--- src/hw/rtl/cplx_pkg.sv ---
`default_nettype none
// ----------------------------------------------------------------------------
// cplx_pkg: shared types and constants for the charlieplexed LED scan driver
// Command and result transaction types, command codes, register indexes and
// the fixed anode and cathode line of each LED.
// ----------------------------------------------------------------------------
package cplx_pkg;

  // LED count and field widths.
  localparam int LED_COUNT   = 9;
  localparam int LED_ID_W    = 4;
  localparam int LINE_W      = 2;
  localparam int DUTY_W      = 8;
  localparam int PERIOD_W    = 16;
  localparam int CFG_INDEX_W = 2;
  localparam int CFG_DATA_W  = 16;

  // Reset value of every LED duty.
  localparam logic [DUTY_W-1:0] DEFAULT_DUTY = 8'd255;

  // Highest LED index, where the scan wraps.
  localparam logic [LED_ID_W-1:0] LAST_LED = LED_ID_W'(LED_COUNT - 1);

  // Command codes.
  localparam logic [1:0] CMD_TICK = 2'd0;
  localparam logic [1:0] CMD_SET  = 2'd1;
  localparam logic [1:0] CMD_DUTY = 2'd2;

  // Configuration register indexes.
  localparam logic [CFG_INDEX_W-1:0] REG_BLINK_PERIOD = 2'd0;
  localparam logic [CFG_INDEX_W-1:0] REG_SCAN_PERIOD  = 2'd1;

  // Configuration reset values.
  localparam logic [PERIOD_W-1:0] BLINK_PERIOD_RESET = 16'd500;
  localparam logic [PERIOD_W-1:0] SCAN_PERIOD_RESET  = 16'd2;

  // Fixed lines of each LED in the charlieplex matrix.
  localparam logic [LINE_W-1:0] ANODE_OF [LED_COUNT] =
    '{2'd0, 2'd1, 2'd1, 2'd2, 2'd1, 2'd3, 2'd2, 2'd3, 2'd0};
  localparam logic [LINE_W-1:0] CATHODE_OF [LED_COUNT] =
    '{2'd1, 2'd0, 2'd2, 2'd1, 2'd3, 2'd1, 2'd3, 2'd2, 2'd3};

  // One command transaction.
  typedef struct packed {
    logic [1:0]          command;
    logic [LED_ID_W-1:0] led_id;
    logic                turn_on;
    logic [DUTY_W-1:0]   duty;
    logic                blink_enable;
  } cmd_t;

  // One scan result transaction.
  typedef struct packed {
    logic [LED_ID_W-1:0] scan_led;
    logic                lit;
    logic [LINE_W-1:0]   anode_line;
    logic [LINE_W-1:0]   cathode_line;
    logic [DUTY_W-1:0]   pwm_duty;
  } result_t;

endpackage
`default_nettype wire

--- src/hw/rtl/charlieplex_led_scan_blink.sv ---
`default_nettype none
// Flow: an accepted command waits in the input register until the result register is
// free; the core then processes it and loads any scan result into the result register.
// Throughput: one command per cycle while the result register is free; a stalled
// result holds the command behind it in the input register.
// Reset: synchronous, active high; empties both registers, clears LED flags, counters
// and scan index, sets default duties and blink phases on, restores period registers.
// ----------------------------------------------------------------------------
// charlieplex_led_scan_blink: charlieplexed LED scan driver with blinking
// Takes tick and LED setting commands and emits one scan result per scan
// period with the LED's fixed line pair, duty and lit state.
// ----------------------------------------------------------------------------
module charlieplex_led_scan_blink (
  input  wire logic                             clk,
  input  wire logic                             rst,
  input  wire logic                             cmd_valid,
  output logic                                  cmd_ready,
  input  cplx_pkg::cmd_t                        cmd,
  output logic                                  res_valid,
  input  wire logic                             res_ready,
  output cplx_pkg::result_t                     res,
  input  wire logic                             cfg_we,
  input  wire logic [cplx_pkg::CFG_INDEX_W-1:0] cfg_index,
  input  wire logic [cplx_pkg::CFG_DATA_W-1:0]  cfg_data
);
  import cplx_pkg::*;

  logic    item_valid;
  cmd_t    item;
  logic    take;
  logic    free;
  logic    result_valid;
  result_t result;

  // The held command is processed whenever the result slot can take a result.
  assign take = item_valid && free;

  // Command input register.
  cplx_in_reg u_in_reg (
    .clk        (clk),
    .rst        (rst),
    .cmd_valid  (cmd_valid),
    .cmd_ready  (cmd_ready),
    .cmd        (cmd),
    .item_valid (item_valid),
    .item       (item),
    .take       (take)
  );

  // State and scan logic.
  cplx_core u_core (
    .clk          (clk),
    .rst          (rst),
    .take         (take),
    .item         (item),
    .cfg_we       (cfg_we),
    .cfg_index    (cfg_index),
    .cfg_data     (cfg_data),
    .result_valid (result_valid),
    .result       (result)
  );

  // Result register.
  cplx_out_reg u_out_reg (
    .clk       (clk),
    .rst       (rst),
    .load      (result_valid),
    .load_data (result),
    .free      (free),
    .res_valid (res_valid),
    .res_ready (res_ready),
    .res       (res)
  );

endmodule
`default_nettype wire

--- src/hw/rtl/cplx_in_reg.sv ---
`default_nettype none
// ----------------------------------------------------------------------------
// cplx_in_reg: command input register
// Holds one accepted command until the core takes it; accepts a new command
// in the same cycle the held one is taken.
// ----------------------------------------------------------------------------
module cplx_in_reg (
  input  wire logic           clk,
  input  wire logic           rst,
  input  wire logic           cmd_valid,
  output logic                cmd_ready,
  input  cplx_pkg::cmd_t      cmd,
  output logic                item_valid,
  output cplx_pkg::cmd_t      item,
  input  wire logic           take
);
  import cplx_pkg::*;

  // Room exists when empty or when the held command leaves this cycle.
  assign cmd_ready = !item_valid || take;

  // Occupancy flag.
  always_ff @(posedge clk) begin
    if (rst) begin
      item_valid <= 1'b0;
    end else if (cmd_ready) begin
      item_valid <= cmd_valid;
    end
  end

  // Payload capture.
  always_ff @(posedge clk) begin
    if (cmd_valid && cmd_ready) begin
      item <= cmd;
    end
  end

endmodule
`default_nettype wire

--- src/hw/rtl/cplx_core.sv ---
`default_nettype none
// ----------------------------------------------------------------------------
// cplx_core: LED state, blink and scan timing
// Keeps the per-LED settings, the blink phases, the elapsed counters and the
// scan index, and forms the scan result for a tick that reaches the period.
// ----------------------------------------------------------------------------
module cplx_core (
  input  wire logic                           clk,
  input  wire logic                           rst,
  input  wire logic                           take,
  input  cplx_pkg::cmd_t                      item,
  input  wire logic                           cfg_we,
  input  wire logic [cplx_pkg::CFG_INDEX_W-1:0] cfg_index,
  input  wire logic [cplx_pkg::CFG_DATA_W-1:0]  cfg_data,
  output logic                                result_valid,
  output cplx_pkg::result_t                   result
);
  import cplx_pkg::*;

  logic [PERIOD_W-1:0] blink_period;
  logic [PERIOD_W-1:0] scan_period;
  logic [PERIOD_W-1:0] blink_elapsed;
  logic [PERIOD_W-1:0] scan_elapsed;
  logic [LED_ID_W-1:0] scan_index;
  logic                led_on         [LED_COUNT];
  logic [DUTY_W-1:0]   led_duty       [LED_COUNT];
  logic                led_blinks     [LED_COUNT];
  logic                blink_phase_on [LED_COUNT];

  logic                blink_phase_next [LED_COUNT];
  logic [PERIOD_W-1:0] blink_bump;
  logic [PERIOD_W-1:0] scan_bump;
  logic                blink_fire;
  logic                scan_fire;
  logic                is_tick;
  logic                is_set;
  logic                is_duty;
  logic                id_ok;
  logic [LED_ID_W-1:0] scan_index_next;

  // Command decode.
  assign is_tick = take && (item.command == CMD_TICK);
  assign is_set  = take && (item.command == CMD_SET);
  assign is_duty = take && (item.command == CMD_DUTY);
  assign id_ok   = item.led_id <= LAST_LED;

  // Saturating elapsed counters and period compares.
  assign blink_bump = (blink_elapsed == '1) ? blink_elapsed : blink_elapsed + 1'b1;
  assign scan_bump  = (scan_elapsed == '1) ? scan_elapsed : scan_elapsed + 1'b1;
  assign blink_fire = blink_bump >= blink_period;
  assign scan_fire  = scan_bump >= scan_period;

  // Blink phases after this tick; the scan sees the updated phase.
  always_comb begin
    for (int i = 0; i < LED_COUNT; i++) begin
      blink_phase_next[i] = blink_phase_on[i] ^ (blink_fire && led_blinks[i]);
    end
  end

  assign scan_index_next = (scan_index == LAST_LED) ? '0 : scan_index + 1'b1;

  // Scan result for the current LED.
  assign result_valid        = is_tick && scan_fire;
  assign result.scan_led     = scan_index;
  assign result.lit          = led_on[scan_index] &&
                               !(led_blinks[scan_index] && !blink_phase_next[scan_index]);
  assign result.anode_line   = ANODE_OF[scan_index];
  assign result.cathode_line = CATHODE_OF[scan_index];
  assign result.pwm_duty     = led_duty[scan_index];

  // Configuration registers; indexes beyond the list are ignored.
  always_ff @(posedge clk) begin
    if (rst) begin
      blink_period <= BLINK_PERIOD_RESET;
      scan_period  <= SCAN_PERIOD_RESET;
    end else if (cfg_we) begin
      case (cfg_index)
        REG_BLINK_PERIOD: blink_period <= cfg_data[PERIOD_W-1:0];
        REG_SCAN_PERIOD:  scan_period  <= cfg_data[PERIOD_W-1:0];
        default: ;
      endcase
    end
  end

  // Elapsed counters advance on ticks; the scan index on ticks that reach the scan period.
  always_ff @(posedge clk) begin
    if (rst) begin
      blink_elapsed <= '0;
      scan_elapsed  <= '0;
      scan_index    <= '0;
    end else if (is_tick) begin
      blink_elapsed <= blink_fire ? '0 : blink_bump;
      scan_elapsed  <= scan_fire ? '0 : scan_bump;
      if (scan_fire) begin
        scan_index <= scan_index_next;
      end
    end
  end

  // Per-LED settings and blink phases.
  always_ff @(posedge clk) begin
    if (rst) begin
      for (int i = 0; i < LED_COUNT; i++) begin
        led_on[i]         <= 1'b0;
        led_duty[i]       <= DEFAULT_DUTY;
        led_blinks[i]     <= 1'b0;
        blink_phase_on[i] <= 1'b1;
      end
    end else begin
      if (is_tick) begin
        for (int i = 0; i < LED_COUNT; i++) begin
          blink_phase_on[i] <= blink_phase_next[i];
        end
      end
      if (is_set && id_ok) begin
        led_on[item.led_id]     <= item.turn_on;
        led_duty[item.led_id]   <= item.duty;
        led_blinks[item.led_id] <= item.blink_enable;
      end
      if (is_duty && id_ok) begin
        led_duty[item.led_id] <= item.duty;
      end
    end
  end

endmodule
`default_nettype wire

--- src/hw/rtl/cplx_out_reg.sv ---
`default_nettype none
// ----------------------------------------------------------------------------
// cplx_out_reg: result register
// Holds one scan result until the consumer takes it and reports when a new
// result may be loaded.
// ----------------------------------------------------------------------------
module cplx_out_reg (
  input  wire logic          clk,
  input  wire logic          rst,
  input  wire logic          load,
  input  cplx_pkg::result_t  load_data,
  output logic               free,
  output logic               res_valid,
  input  wire logic          res_ready,
  output cplx_pkg::result_t  res
);
  import cplx_pkg::*;

  // The slot is free when empty or emptied in this cycle.
  assign free = !res_valid || res_ready;

  // Occupancy flag.
  always_ff @(posedge clk) begin
    if (rst) begin
      res_valid <= 1'b0;
    end else if (load) begin
      res_valid <= 1'b1;
    end else if (res_ready) begin
      res_valid <= 1'b0;
    end
  end

  // Payload capture.
  always_ff @(posedge clk) begin
    if (load) begin
      res <= load_data;
    end
  end

endmodule
`default_nettype wire

--- config.mk ---
export PLATFORM = sky130hd
export DESIGN_NAME = charlieplex_led_scan_blink
export DESIGN_NICKNAME = d
export VERILOG_FILES = /design/src/hw/rtl/cplx_pkg.sv /design/src/hw/rtl/charlieplex_led_scan_blink.sv /design/src/hw/rtl/cplx_in_reg.sv /design/src/hw/rtl/cplx_core.sv /design/src/hw/rtl/cplx_out_reg.sv
export SDC_FILE = /design/constraint.sdc
export NUM_CORES = 1
export LEC_CHECK = 0
export BUFFER_PORTS_ARGS = -buffer_cell sky130_fd_sc_hd__clkbuf_2
export CAP_MARGIN = 20
export CORE_UTILIZATION = 30
export DETAILED_ROUTE_END_ITERATION = 10
export HOLD_SLACK_MARGIN = 0.08
export RECOVER_POWER = 100
export SLEW_MARGIN = 20
export SYNTH_ARGS = -nofsm -noshare
export SYNTH_HDL_FRONTEND = slang
export SYNTH_SLANG_ARGS = --single-unit
--- constraint.sdc ---
create_clock -name clk -period 4.7 [get_ports clk]
set_input_delay 0.705 -clock clk [delete_from_list [all_inputs] [get_ports clk]]
set_output_delay 0.705 -clock clk [all_outputs]
set_load 0.01 [all_outputs]
Yosys cells after proc, flatten, opt, wreduce, memory -nomap -nowiden --
Memories as Yosys holds them, arrays and structs flattened. A register that Yosys moved wholly into a read port is not among the register bits. Index checks and enable logic that the tools add are counted.
Operators by class: $add $sub $neg 3, multiplexer cells 44, order comparisons 4, bitwise logic cells 20, equal/unequal tests 6, reductions and logical operators 34
Operators with widths (count):
- 2-to-1 mux 16 bit | 4
- adder 16 x 1 -> 16 bit (second input constant) | 2
- equality test 16 bit (second input constant) | 2
- >= comparator 16 bit | 2
- 2-to-1 mux 4 bit | 8
- 2-to-1 mux 1 bit | 29
- logical AND 1 bit | 19
- 2-to-1 mux 8 bit | 2
- OR 1 bit | 10
- XOR 1 bit | 9
- OR reduction 8 bit | 1
- AND reduction 2 bit | 3
- >= comparator 5 bit (second input constant) | 1
- inverter 4 -> 5 bit | 1
- adder 4 x 1 -> 4 bit (second input constant) | 1
- binary-select mux 1 bit (select 4 bit) | 1
- equality test 2 x 1 -> 1 bit (second input constant) | 2
- equality test 4 bit (second input constant) | 1
- <= comparator 4 bit (second input constant) | 1
- zero test 1 bit | 4
- zero test 2 bit | 2
- equality test 2 bit (second input constant) | 1
- logical OR 1 bit | 2
- nonzero test 2 bit | 1
- OR reduction 1 bit | 2
Storage, ports and cells: word-level logic and storage cells 131, memories kept 6, bits in read-only memories 64, input bits 39, bits in registers 91, RAM bits 99, output and inout bits 19
Memories:
- u_core.led_duty | depth 9, bits a word 8, read ports 1, clocked after memory_dff 1, write ports 9, line cplx_core.sv:26 | logic [DUTY_W-1:0] led_duty [LED_COUNT];
- (no name shown) | depth 16, bits a word 2, read ports 1, clocked after memory_dff 1, write ports 0, line cplx_core.sv:67 | assign result.anode_line = ANODE_OF[scan_index];
- (no name shown) | depth 16, bits a word 2, read ports 1, clocked after memory_dff 1, write ports 0, line cplx_core.sv:68 | assign result.cathode_line = CATHODE_OF[scan_index];
- u_core.blink_phase_on | depth 9, bits a word 1, read ports 9, clocked after memory_dff 0, write ports 9, line cplx_core.sv:28 | logic blink_phase_on [LED_COUNT];
- u_core.led_blinks | depth 9, bits a word 1, read ports 10, clocked after memory_dff 1, write ports 9, line cplx_core.sv:27 | logic led_blinks [LED_COUNT];
- u_core.led_on | depth 9, bits a word 1, read ports 1, clocked after memory_dff 1, write ports 9, line cplx_core.sv:25 | logic led_on [LED_COUNT];

Logic depth before layout (Yosys ltp) --
word-level depth 12, depth in mapped cells 17, depth with buffers taken out 17

By module --
A second synthesis with hierarchy kept.
Unflattened totals: cell total of the unflattened synthesis 1013, area, all modules 12897.4 um^2
By module, submodules not included:
- cplx_core | cells an instance 970, instances 1, area an instance 11798.8 um^2, seq. area each 6516.2 um^2
- cplx_out_reg | cells an instance 21, instances 1, area an instance 556.8 um^2, seq. area each 530.5 um^2
- cplx_in_reg | cells an instance 21, instances 1, area an instance 535.5 um^2, seq. area each 500.5 um^2
- charlieplex_led_scan_blink | cells an instance 1, instances 1, area an instance 6.3 um^2, seq. area each 0.0 um^2

Least setup slack after synthesis --
Ideal clock, no wire load.
kind reg2reg, start reg u_core.scan_elapsed[4], end reg with a tool-made name, cell stages (with the launch flop) 18, setup slack 0.911 ns, required time 4.629 ns, path buffers 0, period minus slack after synthesis 3.789 ns, library setup time 0.071 ns, arrival 3.718 ns, cell sequence dfxtp_1 and4_4 nand4_4 nor4_4 nand4_4 and2_4 nand3_1 xnor2_1 ha_1 a21o_1 a21o_1 a21oi_1 o21a_1 o31ai_1 a31oi_1 inv_1 mux2_2 nor2_1
RTL lines:
- start: declaration | line cplx_core.sv:23 | logic [PERIOD_W-1:0] scan_elapsed;
- start signal: assignment | line cplx_core.sv:93 | scan_elapsed <= scan_fire ? '0 : scan_bump;

==> reports/qor.yml <==
status:
  outcome: "complete, but fails checks"
  violations: "DRC, capacitance limit, slew limit"
routing:
  vias: 7890
  drt-initial-drc-count: 516
  firstDrtPassIters: 8
  routed_wirelength_um: 26800
  routedWlPerCell_um: 16.0
  drc: 2
  via_per_inst: 4.69
  ant_nets: 0
run:
  maxCapViolations: 3
sta:
  fin_skew_ns: 0.0139
  setup_tns_ns: 0
  period_needed_ns: 4.35
  fmax_mhz: 230
  rsz0062_at_grt: "no"
  relSlewSlack_pct: -92.1
  tightestPinTransition_ns: 2.88
  final_max_slew_viol_count: 95
  setup_viol: 0
  hold_violations: 0
  worst_slack_ns: 0.349
  period_share_pct: 92.6
logic_synthesis:
  synth_top_family_by_area: "simple AND/OR/NAND/NOR gates"
  syn_area_per_cell_um2: 12.8
  synth_commonest_cells: "edfxtp_1, nand2_1, dfxtp_1"
  synthTopCellsByArea: "edfxtp_1, dfxtp_1, mux4_2, ha_1, nand2_1"
  synthSimpleGateAreaFrac_pct: 14.6
  syn_inst: 996
  synth_compound_area_share_pct: 7.85
  ys_seq_elements: 276
  ys_warn_count: 0
  yosysTopAreaCellShare_pct: 47.6
  yosysMostFrequentCell: "edfxtp_1"
  ys_types: 63
  muxShareOfSynthArea_pct: 9.51
  synth_edf_count: 202
  synthFlopType: "edfxtp_1"
  synth_area_um2: 12700
  seq_area_frac_synth_pct: 59.3
  yosysTopAreaCell: "edfxtp_1"
  yosys.area_share.adder_pct: 4.03
  synthXorXnorAreaFrac_pct: 1.99
  ys_async_sr_fraction_pct: 0
clock_tree:
  clk_latency_ns: 0.56
  cts_buffers: 28
  worst_setup_hold_path_clk_slew_ns: 0.07
  hold_buffers: 0
  cts_root_buf: "clkbuf_16"
  cts_htree_levels: 1
  cts_tree: "done"
  cts.sinks: 276
  cts_resized: 0
  cts_buffer_depth: 3
  cts_setup_buffers: 0
die:
  rows: 75
  die_w_um: 208
  fp.coreArea_um2: 41900
  io_pins: 58
  initial_core_util_pct: 30.4
  die_y_um: 208
  die_area_um2: 43300
worst_setup_path:
  path_class: "reg2reg"
  slowest_delay_ns: 0.54
  cp_max_fo: 10
  critPathLaunchType: "register"
  r2r-end: "u_out_reg.res[12]"
  arrival_ns: 4.63
  path_cells: "nand2_1 > nor4_2 > nand3_2 > nand4_1 > nor4_1 > xor2_1 > ha_1 > a21oi_1 > nor3_1 > nor4_4 > and3_1 > nor3b_1 > a211o_1 > a311oi_1 > o41ai_1"
  cp.required_ns: 4.98
  ff2ff_setup_slack_ns: 0.35
  end_kind: "register"
  worstRegToRegCells: 15
  worstReg2RegStart: "u_core.blink_elapsed[7]"
  cp_slowest_cell: "nor4_2"
min_path:
  min_path_type: "in2reg"
  min_path_cells: 1
  min_to: "u_in_reg.item[3]"
  hp-start: "cmd[3]"
place:
  dp_cells: 1630
  dp_hpwl_um: 18300
  port_buffers: 57
  routabilityCongestion: 0.809
  dp_worst_setup_slack_ns: 0.148
layout:
  area_growth_pct: 15.4
  layout-drive-gt1-share_pct: 16.2
  n_antenna_cell: 0
  nNetsFinal: 1201
  final_cells: 1682
grt:
  grt_max_degree: 37
  grt_pass1_vias: 7851
  globalRouteTotalUtil_pct: 12.4
  grt_pass1_wl_um: 42600
  antenna_found_initial: 0
  grt.overflow.total: 0
power_and_ir_drop:
  p_leak_nw: 4.91
  ir_drop_v: 0.000221
  powerDensity_nw_per_um2: 352
cells by family (layout without fill, tap and decap cells):
family                   Yosys count  in the layout
other                              1             70
buffers and inverters             90            168
flip-flops                       276            276
AND/OR/NAND/NOR                  348            348
AO/OA/AOI/OAI                    152            152
adder cells (fa/ha/maj)           41             41
multiplexers                      59             59
XOR/XNOR                          29             29
how the worst max path moves through the flow:
stage	endpoint	slack, ns	start
global placement	u_out_reg.res[12]	0.38	u_core.blink_elapsed[7]
finish	u_out_reg.res[12]	0.35	u_core.blink_elapsed[7]
floorplan	register	0.91	u_core.scan_elapsed[4]
detailed placement	u_out_reg.res[12]	0.15	u_core.blink_elapsed[7]
CTS	u_out_reg.res[12]	0.09	u_core.blink_elapsed[7]
global route	u_out_reg.res[12]	0.02	u_core.blink_elapsed[7]
state kept, by name, indices dropped and copies added, names as in the netlist, 4 cells and up, named ones only:
| signal | cells |
|---|---|
| u_core.blink_elapsed | 16 |
| u_core.scan_index | 4 |
| u_in_reg.item | 16 |
| u_core.led_blinks | 16 |
| u_core.scan_period | 16 |
| u_core.blink_phase_on | 9 |
| u_core.led_on | 16 |
| u_core.blink_period | 16 |
| u_core.led_duty | 128 |
| u_out_reg.res | 17 |
| u_core.scan_elapsed | 16 |
placed cells by master (no fill, tap or decap), types with 9 or more instances in the layout:
cell type | Yosys | final
mux4_2 | 49 | 49
xor2_1 | 11 | 11
nand3_1 | 15 | 14
clkbuf_1 | 34 | 45
clkbuf_2 | 0 | 27
dfxtp_1 | 74 | 74
xnor2_1 | 18 | 18
inv_1 | 46 | 46
or3_1 | 27 | 27
and2_0 | 0 | 12
nand2_1 | 115 | 115
clkbuf_16 | 0 | 29
nor3_1 | 13 | 14
a21oi_1 | 54 | 54
and2_1 | 20 | 9
ha_1 | 41 | 41
conb_1 | 1 | 70
a31oi_1 | 12 | 12
or2_2 | 51 | 50
nor2_1 | 36 | 36
edfxtp_1 | 202 | 202
a22o_1 | 20 | 20
nand2b_1 | 23 | 23
o21ai_0 | 25 | 26
per-layer routing:
layer | global-route usage (%) | routed length, µm | vias up
met4 | 3.86 | 525 | 0
li1 | - | - | 3864
met5 | 0 | 0 | -
met2 | 20.8 | 12800 | 144
met1 | 16.6 | 12300 | 3850
met3 | 1.86 | 1150 | 32
critical path, delay by kind of cell (launching register included):
kind | cells | cell delay, ns
compound gates | 4 | 0.82
xor+xnor | 1 | 0.16
fa+ha+maj | 1 | 0.31
flops | 1 | 0.43
simple gates | 9 | 2.37
cell type report:
type	count	area, µm²
tap	539	674
sequential	276	7550
fill	4075	27200
clock buffer	35	748
inverter	47	176
multi-input combinational	699	5100
clock inverter	17	149
timing repair buffer	69	302
through the flow:
step | total power [W] | area (µm²) | hold slack [ns] | util [%]
after CTS | 0.00523 | 14800 | 0.289 | 35.2
after detailed placement | 0.00303 | 13900 | 0.448 | 33.1
after global routing | 0.00535 | 14700 | 0.296 | 35.0
after global placement | 0.00302 | 13900 | 0.445 | 33.1
after floorplan | 0.00294 | 13000 | 0.420 | -
final | 0.00517 | 14700 | 0.319 | 35.0
power by group:
part	internal (W)	leakage (nW)	switching (W)
combinational	0.0000954	2.08	0.000139
clock	0.00124	0.444	0.000950
sequential	0.00269	2.39	0.0000504
total	0.00403	4.91	0.00114
(Power assumes the default switching activity.)
